**config.mk**
```make
export PLATFORM = sky130hd
export DESIGN_NAME = sm3_hash_engine_top
export DESIGN_NICKNAME = d
export VERILOG_FILES = /design/src/rtl/sm3_pkg.sv /design/src/rtl/sm3_datapath.sv /design/src/rtl/sm3_ctrl.sv /design/src/rtl/sm3_hash_engine_top.sv
export VERILOG_INCLUDE_DIRS = /design/src /design/src/rtl
export SDC_FILE = /design/constraint.sdc
export NUM_CORES = 2
export LEC_CHECK = 0
export BUFFER_PORTS_ARGS = -buffer_cell sky130_fd_sc_hd__clkbuf_2
export CAP_MARGIN = 20
export CORE_ASPECT_RATIO = 1.4
export CORE_UTILIZATION = 66
export CTS_BUF_LIST = sky130_fd_sc_hd__clkbuf_8
export DETAILED_ROUTE_END_ITERATION = 7
export PLACE_DENSITY_LB_ADDON = 0.3
export SLEW_MARGIN = 20
export SYNTH_ARGS = -nofsm -noshare
export SYNTH_HDL_FRONTEND = slang
export SYNTH_SLANG_ARGS = --single-unit
```
**constraint.sdc**
```tcl
create_clock -name i_clk -period 75.7 [get_ports i_clk]
set_input_delay 3.785 -clock i_clk [delete_from_list [all_inputs] [get_ports i_clk]]
set_output_delay 3.785 -clock i_clk [all_outputs]
set_load 0.01 [all_outputs]
```
**src/rtl/sm3_hash_engine_top_macros.svh**
```systemverilog
// assertion macros for the sm3 hash engine
`ifndef SM3_HASH_ENGINE_TOP_MACROS_SVH
`define SM3_HASH_ENGINE_TOP_MACROS_SVH
// implication checked on every rising clock edge outside reset
`define SM3_ASSERT_IMPL(label, clk, rst_n, pre, post, msg) \
    label: assert property (@(posedge clk) disable iff (!rst_n) (pre) |-> (post)) \
        else $error(msg);
// next-cycle implication outside reset
`define SM3_ASSERT_NEXT(label, clk, rst_n, pre, post, msg) \
    label: assert property (@(posedge clk) disable iff (!rst_n) (pre) |=> (post)) \
        else $error(msg);
`endif

```
**src/rtl/sm3_pkg.sv**
```systemverilog
// shared types and constants of the sm3 hash engine
package sm3_pkg;
    localparam logic [31:0] T_LOW  = 32'h79CC4519;
    localparam logic [31:0] T_HIGH = 32'h7A879D8A;
    localparam logic [7:0]  PAD_BYTE = 8'h80;
    localparam logic [255:0] SM3_IV = {32'h7380166F, 32'h4914B2B9, 32'h172442D7,
        32'hDA8A0600, 32'hA96F30BC, 32'h163138AA, 32'hE38DEE4D, 32'hB0FB0E4E};

    // datapath commands from the controller
    typedef struct packed {
        logic       load_byte;   // write byte at position into block
        logic [7:0] byte_val;
        logic [5:0] byte_pos;
        logic       count_byte;  // add 8 to bit count
        logic       clear_block; // zero block words
        logic       put_len;     // write bit count into words 14 and 15
        logic       start_blk;   // load working regs from chaining value
        logic       round_en;    // run one round
        logic [5:0] round_idx;
        logic       finish_blk;  // xor working regs into chaining value
        logic       reset_msg;   // restore iv and bit count
    } t_cmd;

    typedef struct packed {
        logic pad_spill;         // pad byte lands at 56 or later, length needs a new block
    } t_status;

    function automatic logic [31:0] rol32(input logic [31:0] x, input logic [4:0] n);
        logic [63:0] d;
        d = {x, x} << n;
        return d[63:32];
    endfunction

    function automatic logic [31:0] perm0(input logic [31:0] x);
        return x ^ rol32(x, 5'd9) ^ rol32(x, 5'd17);
    endfunction

    function automatic logic [31:0] perm1(input logic [31:0] x);
        return x ^ rol32(x, 5'd15) ^ rol32(x, 5'd23);
    endfunction
endpackage

```
**src/rtl/sm3_datapath.sv**
```systemverilog
// sm3 block buffer, message expansion window and round datapath
module sm3_datapath import sm3_pkg::*; (
    input  logic          i_clk,
    input  logic          i_rst_n,
    input  t_cmd          i_cmd,
    output t_status       o_status,
    output logic [255:0]  o_digest
);
    logic [31:0] r_blk [16];
    logic [31:0] r_win [16];
    logic [31:0] r_wk  [8];
    logic [255:0] r_cv;
    logic [63:0] r_bits;
    logic [31:0] n_w;
    logic [31:0] wj, wj4, tj, a12, ss1, ss2, ff, gg, tt1, tt2;
    logic [3:0]  widx;
    logic [1:0]  lane;

    assign widx = i_cmd.byte_pos[5:2];
    assign lane = i_cmd.byte_pos[1:0];

    // window holds w[j..j+15]; new word w[j+16]
    assign n_w = perm1(r_win[0] ^ r_win[7] ^ rol32(r_win[13], 5'd15))
                 ^ rol32(r_win[3], 5'd7) ^ r_win[10];
    assign wj  = r_win[0];
    assign wj4 = r_win[4];
    assign tj  = (i_cmd.round_idx <= 6'd15) ? T_LOW : T_HIGH;
    assign a12 = rol32(r_wk[0], 5'd12);
    assign ss1 = rol32(a12 + r_wk[4] + rol32(tj, i_cmd.round_idx[4:0]), 5'd7);
    assign ss2 = ss1 ^ a12;
    always_comb begin
        if (i_cmd.round_idx <= 6'd15) begin
            ff = r_wk[0] ^ r_wk[1] ^ r_wk[2];
            gg = r_wk[4] ^ r_wk[5] ^ r_wk[6];
        end else begin
            ff = (r_wk[0] & r_wk[1]) | (r_wk[0] & r_wk[2]) | (r_wk[1] & r_wk[2]);
            gg = (r_wk[4] & r_wk[5]) | (~r_wk[4] & r_wk[6]);
        end
    end
    assign tt1 = ff + r_wk[3] + ss2 + (wj ^ wj4);
    assign tt2 = gg + r_wk[7] + ss1 + wj;

    always_ff @(posedge i_clk) begin
        if (i_cmd.clear_block) begin
            for (int k = 0; k < 16; k++) r_blk[k] <= '0;
        end else if (i_cmd.load_byte) begin
            case (lane)
                2'd0: r_blk[widx][31:24] <= i_cmd.byte_val;
                2'd1: r_blk[widx][23:16] <= i_cmd.byte_val;
                2'd2: r_blk[widx][15:8]  <= i_cmd.byte_val;
                default: r_blk[widx][7:0] <= i_cmd.byte_val;
            endcase
        end else if (i_cmd.put_len) begin
            r_blk[14] <= r_bits[63:32];
            r_blk[15] <= r_bits[31:0];
        end
        if (i_cmd.start_blk) begin
            for (int k = 0; k < 16; k++) r_win[k] <= r_blk[k];
            for (int k = 0; k < 8; k++) r_wk[k] <= r_cv[255-32*k -: 32];
        end else if (i_cmd.round_en) begin
            for (int k = 0; k < 15; k++) r_win[k] <= r_win[k+1];
            r_win[15] <= n_w;
            r_wk[3] <= r_wk[2];
            r_wk[2] <= rol32(r_wk[1], 5'd9);
            r_wk[1] <= r_wk[0];
            r_wk[0] <= tt1;
            r_wk[7] <= r_wk[6];
            r_wk[6] <= rol32(r_wk[5], 5'd19);
            r_wk[5] <= r_wk[4];
            r_wk[4] <= perm0(tt2);
        end
    end

    always_ff @(posedge i_clk) begin
        if (!i_rst_n || i_cmd.reset_msg) begin
            r_cv   <= SM3_IV;
            r_bits <= '0;
        end else begin
            if (i_cmd.count_byte) r_bits <= r_bits + 64'd8;
            if (i_cmd.finish_blk) begin
                r_cv <= r_cv ^ {r_wk[0], r_wk[1], r_wk[2], r_wk[3],
                                r_wk[4], r_wk[5], r_wk[6], r_wk[7]};
            end
        end
    end

    // bytes in block is bit count / 8 mod 64; 56 and up leaves no room for the length
    assign o_status.pad_spill = (r_bits[8:6] == 3'b111);
    assign o_digest = r_cv;
endmodule

```
**src/rtl/sm3_ctrl.sv**
```systemverilog
// sm3 sequencer: byte intake, padding, rounds and digest output
module sm3_ctrl import sm3_pkg::*; (
    input  logic         i_clk,
    input  logic         i_rst_n,
    input  logic         i_valid,
    output logic         o_ready,
    input  logic [7:0]   i_byte,
    input  logic         i_present,
    input  logic         i_end,
    output t_cmd         o_cmd,
    input  t_status      i_status,
    input  logic [255:0] i_digest,
    output logic         o_out_valid,
    input  logic         i_out_ready,
    output logic [31:0]  o_word,
    output logic [2:0]   o_index,
    output logic         o_last
);
    localparam logic [2:0] ST_IDLE  = 3'd0;
    localparam logic [2:0] ST_START = 3'd1;
    localparam logic [2:0] ST_ROUND = 3'd2;
    localparam logic [2:0] ST_FIN   = 3'd3;
    localparam logic [2:0] ST_PAD   = 3'd4;
    localparam logic [2:0] ST_OUT   = 3'd5;

    logic [2:0] r_state, n_state;
    logic [5:0] r_pos, n_pos;
    logic [5:0] r_rnd, n_rnd;
    logic       r_end, n_end;    // message ends after current block
    logic       r_lenblk, n_lenblk; // current block is a padded end block: the final one or a spill block before it
    logic [2:0] r_oidx, n_oidx;
    logic       r_ov, n_ov;
    logic [31:0] r_word, n_word;
    logic [2:0]  r_widx, n_widx;
    logic [255:0] sh;

    assign o_ready = (r_state == ST_IDLE);
    assign sh = i_digest << {r_oidx, 5'd0};

    always_comb begin
        n_state = r_state; n_pos = r_pos; n_rnd = r_rnd; n_end = r_end;
        n_lenblk = r_lenblk; n_oidx = r_oidx; n_ov = r_ov;
        n_word = r_word; n_widx = r_widx;
        o_cmd = '0;
        o_cmd.round_idx = r_rnd;
        o_cmd.byte_pos = r_pos;
        if (r_ov && i_out_ready) n_ov = 1'b0;
        case (r_state)
            ST_IDLE: begin
                if (i_valid) begin
                    n_end = i_end;
                    if (i_present) begin
                        o_cmd.load_byte = 1'b1;
                        o_cmd.byte_val = i_byte;
                        o_cmd.count_byte = 1'b1;
                        n_pos = r_pos + 6'd1;
                        if (r_pos == 6'd63) begin
                            n_lenblk = 1'b0;
                            n_state = ST_START;
                        end else if (i_end) begin
                            n_state = ST_PAD;
                        end
                    end else if (i_end) begin
                        n_state = ST_PAD;
                    end
                end
            end
            ST_PAD: begin
                // pad byte then zeros to end of block, one byte a cycle
                o_cmd.load_byte = 1'b1;
                o_cmd.byte_val = r_end ? PAD_BYTE : 8'h00;
                n_end = 1'b0;
                n_pos = r_pos + 6'd1;
                if (r_pos == 6'd63) begin
                    n_pos = '0;
                    // no room for the length: run this block as a spill block first
                    n_end = i_status.pad_spill;
                    n_lenblk = 1'b1;
                    n_state = ST_START;
                end
            end
            ST_START: begin
                if (r_lenblk && !r_end) begin
                    o_cmd.put_len = 1'b1;
                end
                n_state = ST_ROUND;
                n_rnd = '0;
            end
            ST_ROUND: begin
                if (r_lenblk && !r_end && r_rnd == 6'd0 && r_oidx == 3'd7) begin
                    o_cmd.start_blk = 1'b1;
                    n_oidx = '0;
                end else begin
                    o_cmd.round_en = 1'b1;
                    n_rnd = r_rnd + 6'd1;
                    if (r_rnd == 6'd63) n_state = ST_FIN;
                end
            end
            ST_FIN: begin
                o_cmd.finish_blk = 1'b1;
                o_cmd.clear_block = 1'b1;
                if (r_lenblk && r_end) begin
                    // spill block done, length goes in a fresh block
                    n_end = 1'b0;
                    n_state = ST_START;
                end else if (r_lenblk) begin
                    n_oidx = '0;
                    n_state = ST_OUT;
                end else if (r_end) begin
                    n_state = ST_PAD;
                end else begin
                    n_state = ST_IDLE;
                end
            end
            ST_OUT: begin
                if (!r_ov || i_out_ready) begin
                    n_ov = 1'b1;
                    n_word = sh[255:224];
                    n_widx = r_oidx;
                    n_oidx = r_oidx + 3'd1;
                    if (r_oidx == 3'd7) begin
                        n_state = ST_IDLE;
                        o_cmd.reset_msg = 1'b1;
                        n_pos = '0;
                        n_lenblk = 1'b0;
                    end
                end
            end
            default: n_state = ST_IDLE;
        endcase
        // start of block: load working registers once before rounds
        if (r_state == ST_START && n_state == ST_ROUND) o_cmd.start_blk = !o_cmd.put_len;
    end

    always_ff @(posedge i_clk) begin
        if (!i_rst_n) begin
            r_state <= ST_IDLE; r_pos <= '0; r_rnd <= '0; r_end <= 1'b0;
            r_lenblk <= 1'b0; r_oidx <= '0; r_ov <= 1'b0;
        end else begin
            r_state <= n_state; r_pos <= n_pos; r_rnd <= n_rnd; r_end <= n_end;
            r_lenblk <= n_lenblk; r_ov <= n_ov;
            r_oidx <= (r_state == ST_START && o_cmd.put_len) ? 3'd7 : n_oidx;
        end
    end
    always_ff @(posedge i_clk) begin
        r_word <= n_word;
        r_widx <= n_widx;
    end

    assign o_out_valid = r_ov;
    assign o_word  = r_word;
    assign o_index = r_widx;
    assign o_last  = (r_widx == 3'd7);
endmodule

```
**src/rtl/sm3_hash_engine_top.sv**
```systemverilog
// sm3 hash engine top level: stream ports, controller and datapath
// usage:
//   slave channel takes one item per handshake: a message byte with a
//   present flag in tuser and the end-of-message flag in tlast
//   a full 64-byte block runs in the round unit as load, 64 rounds and
//   fold; the round unit does one compression round per cycle
//   after a byte that neither fills a block nor ends the message, s_axis_tready stays high
//   end of message pads one byte per cycle up to the block end, runs the
//   final block (and a spill block when fewer than nine bytes remained)
//   then emits eight digest words on the master channel, word 0 first
//   while a block or the digest is in progress s_axis_tready is low
//   a stalled master side holds its item; the engine waits per word
//   reset is synchronous active low; it restores the iv and clears counts
//   results out: tdata digest word, tuser word index, tlast on word 7
`include "sm3_hash_engine_top_macros.svh"
module sm3_hash_engine_top import sm3_pkg::*; (
    input  logic        i_clk,
    input  logic        i_rst_n,
    input  logic        s_axis_tvalid,
    output logic        s_axis_tready,
    input  logic [7:0]  s_axis_tdata,  // [7:0] data_byte
    input  logic        s_axis_tuser,  // [0] byte_present
    input  logic        s_axis_tlast,  // end_of_message
    output logic        m_axis_tvalid,
    input  logic        m_axis_tready,
    output logic [31:0] m_axis_tdata,  // [31:0] digest_word
    output logic [2:0]  m_axis_tuser,  // [2:0] word_index
    output logic        m_axis_tlast   // last_word
);
    t_cmd         cmd;
    t_status      status;
    logic [255:0] digest;

    sm3_ctrl u_ctrl (
        .i_clk, .i_rst_n,
        .i_valid(s_axis_tvalid), .o_ready(s_axis_tready),
        .i_byte(s_axis_tdata), .i_present(s_axis_tuser), .i_end(s_axis_tlast),
        .o_cmd(cmd), .i_status(status), .i_digest(digest),
        .o_out_valid(m_axis_tvalid), .i_out_ready(m_axis_tready),
        .o_word(m_axis_tdata), .o_index(m_axis_tuser), .o_last(m_axis_tlast)
    );

    sm3_datapath u_dp (
        .i_clk, .i_rst_n, .i_cmd(cmd), .o_status(status), .o_digest(digest)
    );

    // no input is taken while a digest word other than word 7 waits
    `SM3_ASSERT_IMPL(a_no_in_while_out, i_clk, i_rst_n, m_axis_tvalid && !m_axis_tready && m_axis_tuser != 3'd7, !s_axis_tready, "input accepted during digest")
    // last flag only on word seven
    `SM3_ASSERT_IMPL(a_last_idx, i_clk, i_rst_n, m_axis_tvalid && m_axis_tlast, m_axis_tuser == 3'd7, "last without index 7")
    // rounds never overlap byte loads or block starts
    `SM3_ASSERT_IMPL(a_cmd_excl, i_clk, i_rst_n, cmd.round_en, !cmd.load_byte && !cmd.start_blk, "command overlap")
endmodule
```
## Word level (Yosys, flattened, before mapping)

Memories as Yosys holds them, arrays and structs flattened.
Index checks and enable logic that the tools add are counted.

| storage, ports and cells | value |
|---|---|
| bits in registers | 376 |
| RAM bits | 1280 |
| output and inout bits | 38 |
| word-level logic and storage cells | 249 |
| memories | 3 |

| operators by class | value |
|---|---|
| add/sub/neg operators | 12 |
| order comparisons | 1 |
| equal/unequal tests | 25 |
| shift operators | 2 |
| mux-type cells | 117 |
| bitwise operators | 50 |
| reduce and logical (&&, ||, !) cells | 28 |

Memories:

| name | words | bits a word | read ports | clocked after Yosys merged registers in | wr ports | line | source |
|---|---|---|---|---|---|---|---|
| u_dp.r_blk | 16 | 32 | 16 | 0 | 16 | sm3_datapath.sv:9 | `logic [31:0] r_blk [16];` |
| u_dp.r_win | 16 | 32 | 16 | 0 | 16 | sm3_datapath.sv:10 | `logic [31:0] r_win [16];` |
| u_dp.r_wk | 8 | 32 | 8 | 0 | 8 | sm3_datapath.sv:11 | `logic [31:0] r_wk [8];` |

Operator list:

| kind | number |
|---|---|
| 32-bit two-way mux | 29 |
| 32-bit bitwise XOR | 14 |
| 32-bit adder | 8 |
| 256-bit by 8-bit left shift with 256-bit output | 1 |
| 256-bit bitwise XOR | 1 |
| 32-bit bitwise AND | 5 |
| 32-bit OR | 3 |
| 64-bit by 4-bit adder with 64-bit output, second input constant | 1 |
| 64-bit by 5-bit left shift with 64-bit output | 1 |
| 1-bit two-way mux | 51 |
| 3-bit two-way mux | 17 |
| 6-bit two-way mux | 6 |
| 32-bit NOT | 1 |
| 32-bit OR reduction | 1 |
| 26-bit two-way mux | 1 |
| 1-bit OR | 26 |
| 9-bit two-way mux | 2 |
| 3-bit one-hot mux with 6 select lines | 1 |
| 6-bit one-hot mux with 3 select lines | 1 |
| 9-bit one-hot mux with 2 select lines | 1 |
| 3-bit equality test, second input constant | 5 |
| 6-bit by 1-bit adder with 6-bit output, second input constant | 2 |
| 6-bit equality test, second input constant | 2 |
| 2-bit by 1-bit inequality test with 1-bit output, second input constant | 6 |
| 29 further kinds | 49 |

## Longest topological paths before layout

| depth | value |
|---|---|
| depth after elaboration | 12 |
| depth in mapped cells | 40 |
| depth with buffers taken out | 36 |

## By module

Synthesis repeated with hierarchy kept, for this count alone.

| second synthesis, totals | value |
|---|---|
| cell total of the unflattened synthesis | 7659 |
| area total of the unflattened synthesis | 83284.9 um2 |

Modules (own cells, without submodules):

| module | instances | cells each | area an instance (um2) |
|---|---|---|---|
| sm3_datapath | 1 | 7329 | 78895.7 |
| sm3_ctrl | 1 | 330 | 4389.2 |

## Worst setup path after synthesis

OpenSTA, ideal clock, no wires.

| path | value |
|---|---|
| kind | reg2reg |
| start | reg u_ctrl.r_rnd[1] |
| end | mem u_dp.r_win[0][0] (enable) |
| data arrival time | 54.908 ns |
| data required time | 72.732 ns |
| slack | 17.824 ns |
| cell stages (with the launch flop) | 9 |
| buffers on the path | 2 |
| period minus slack after synthesis | 57.876 ns |
| path through | dfxtp_1 clkbuf_1 inv_1 buf_1 ha_1 nand4_1 nor2_1 a31oi_1 o21ai_0 |

RTL lines:

| what | line | source |
|---|---|---|
| start, declared | sm3_ctrl.sv:28 | `logic [5:0] r_rnd, n_rnd;` |
| start signal, assigned | sm3_ctrl.sv:140 | `r_state <= n_state; r_pos <= n_pos; r_rnd <= n_rnd; r_end <= n_end;` |
| end, declared | sm3_datapath.sv:10 |  |

==> run metrics <==
status finished, violations left; failing checks DRC; Synth Instances between 7000 and 8000; row count 152; crit-path most repeated cell a21oi_1; hold_buf cts 0; Post-CTS Repair Setup Buffers 0; CP required between 70 and 80 ns; initial antenna violation count 14; met1 GRT Util 46.0%; total track usage between 40% and 50%; hold wc startpoint u_dp.r_blk[8][0]; Max Cap Viol 0; timing-limited maximum frequency 0.0977 GHz; Core Area 123000 µm²; Filler cells roughly 8500; area grow syn2layout 7.82%; Worst Reg2Reg Path Length in Cells 31; Setup crit end u_dp.r_wk[0][30]; #FFs+latches synth 1653; GPL Wtd Cong 1.08; Primary FF master, synth edfxtp_1; crit share post-route 13.5%; post-DP HPWL about 190000 µm; Crit Path Class register to register; Post-Syn Area 82100 µm²; die area 126000 µm²; total global routing overflow 0; Die W 300 µm; GR Layer Usage met3 roughly 8.2%; clock-pin slew on the worst setup and hold paths about 0.070 ns; die height around 420 µm; post-synth top area share approximately half; # H-tree levels 4; post-DR vias/cell 6.15; global route hottest layer met2; crit path time final 10.23 ns; Leakage 0.0332 µW; Worst R2R Start u_ctrl.r_rnd[4]; Power Density 19.2 nW/µm²; Detail Route Antenna Nets 0; met2 usage 69.7%; Root Driver clkbuf_8; DRT Pass-1 Iters 8; crit path launch type register; post_cts resized 0; worst reg2reg setup slack 65.47 ns; initial core utilization 66.7%; CP max-delay cell a31oi_1; critical path data arrival time roughly 11 ns; register area share after synthesis 56.3%; number of synthesized flops with an enable pin around 1300; crit path from u_ctrl.r_rnd[4]; Yosys cell types 97; Syn. warnings 0; Total Neg Setup Slack 0 ns; worst-path maximum fanout 38; reg-to-reg endpoint u_dp.r_wk[0][30]; clk sinks between 1500 and 2000; dominant cell type by area after synthesis edfxtp_1; Max stage delay on crit path 1.02 ns; HP Class register to register; Slew HR a little under a fifth; Max clock buf depth 3; routed len/inst roughly 28 µm; endpoints failing setup 0; Syn Area/Cell ~11 µm²; final wirelength 267000 µm; post-route core utilization a little under three quarters; share of cells above drive strength 1 about a tenth; final hold vios 0; first-pass GRT wire length 381000 µm; CTS tree yes; largest net degree at the start of global routing 149; residual DRC count 1; Area contributors post-synth edfxtp_1 (48%), nand2_1 (11%), dfxtp_1 (8.2%), xor2_1 (4.7%), fa_1 (4.6%); Tightest Pin Transition about 1.2 ns; unrepaired setup endpoints after global routing false; Top Ports 52; Slew Limit Fails 0; Skew-Pair Late Insertion Delay 1.05 ns; Critical Path Sink Type register; Layout Nets 8017; total CTS buffers 237; vias in the first global route 57589; Post-Syn Nets 8014; Setup Skew 0.0747 ns; Peak VDD IR 0.0000224 V; Async SR Flop Fraction 0%; IO buf count between 50 and 60; DR iter-0 viols 6151; via count 58719
-- stage by stage --
stage               instances  worst slack [ns]  cell area, µm²  hold WS [ns]  power (µW)
floorplan                7702             17.82           82100         0.435         996
global placement         9083             65.67           83800         0.475        1000
detailed placement       9083             65.64           83800         0.480        1010
CTS                      9533             65.62           88500         0.487        1700
global route             9539             65.01           88500         0.510        1730
finish                   9543             65.47           88500         0.482        1700
-- final cells by class --
| type | count | area [µm²] | share of cell area [%] |
|---|---|---|---|
| Clock inverter | 198 | 1260 | 1.42 |
| Clock buffer | 252 | 3470 | 3.92 |
| Sequential cell | 1653 | 46300 | 52.3 |
| Multi-Input combinational cell | 5443 | 33700 | 38.0 |
| Tap cell | 1617 | 2020 | 2.29 |
| Inverter | 237 | 892 | 1.01 |
| Timing Repair Buffer | 133 | 921 | 1.04 |
| Antenna cell | 10 | 25.0 | 0.0283 |
-- layer usage --
| metal | vias to the layer above | wire length (µm) |
|---|---|---|
| li1 | 25764 | - |
| met1 | 28449 | 83500 |
| met2 | 3455 | 127000 |
| met3 | 1045 | 23900 |
| met4 | 6 | 33300 |
| met5 | - | 40 |
-- synth_stat cells, types with 115 or more instances --
library cell     n
xnor2_1        305
edfxtp_1      1315
inv_1          235
o21ai_0        246
nand2_1       2390
dfxtp_1        338
xor2_1         441
nor2_1         812
mux2_2         213
clkbuf_1       313
a21oi_1        115
fa_1           188
-- cells by family after synthesis --
kind of cell	synth area share (%)
DFF	56.3
muxes	5.20
and+or+nand+nor	16.7
AOI/OAI and AO/OA	4.48
buffers and inverters	2.85
xor gates and xnor gates	8.19
adders and majority gates	6.26
-- worst min-delay path by stage --
| stage | endpoint | slack, ns | depth (start not counted) |
|---|---|---|---|
| after floorplan | u_ctrl.o_index[2] | 0.43 | 0 |
| after global placement | u_dp.r_bits[49] | 0.47 | 2 |
| after detailed placement | u_dp.r_bits[49] | 0.48 | 2 |
| after CTS | u_dp.r_bits[49] | 0.49 | 2 |
| after global routing | u_dp.r_win[0][40] | 0.51 | 2 |
| final | u_dp.r_win[4][0] | 0.48 | 2 |
-- power breakdown --
group / switching [µW] / internal (µW)
Clock: 363 / 349
Combinational: 15.5 / 2.28
Sequential: 0.605 / 968
Total: 379 / 1320
-- registers in the layout, summed over array words and instances, names as in the netlist, 3 cells and up --
register,flops
u_ctrl.o_index,3
u_ctrl.o_word,32
u_ctrl.r_oidx,3
u_ctrl.r_pos,6
u_ctrl.r_rnd,6
u_ctrl.r_state,3
u_dp.o_digest,256
u_dp.r_bits,61
u_dp.r_blk,512
u_dp.r_win,512
u_dp.r_wk,256
-- cell usage in the layout, fill, tap and decap left out, types with 188 or more instances in the layout --
cell         n
fa_1       188
nand2_1   2381
edfxtp_1  1315
nor2_1     809
o21ai_0    245
mux2_2     213
clkbuf_8   252
xor2_1     441
dfxtp_1    335
inv_1      298
xnor2_1    304
-- critical path, delay by kind of cell, from the launching register on --
family	cells	cell delay, ns
compound gates	16	4.69
fa+ha+maj	5	1.90
simple gates	3	0.84
xor+xnor	3	0.82
buf+inv	2	0.73
mux	2	0.60
flops	1	0.31
No activity file was read; power rests on OpenSTA's default activity.
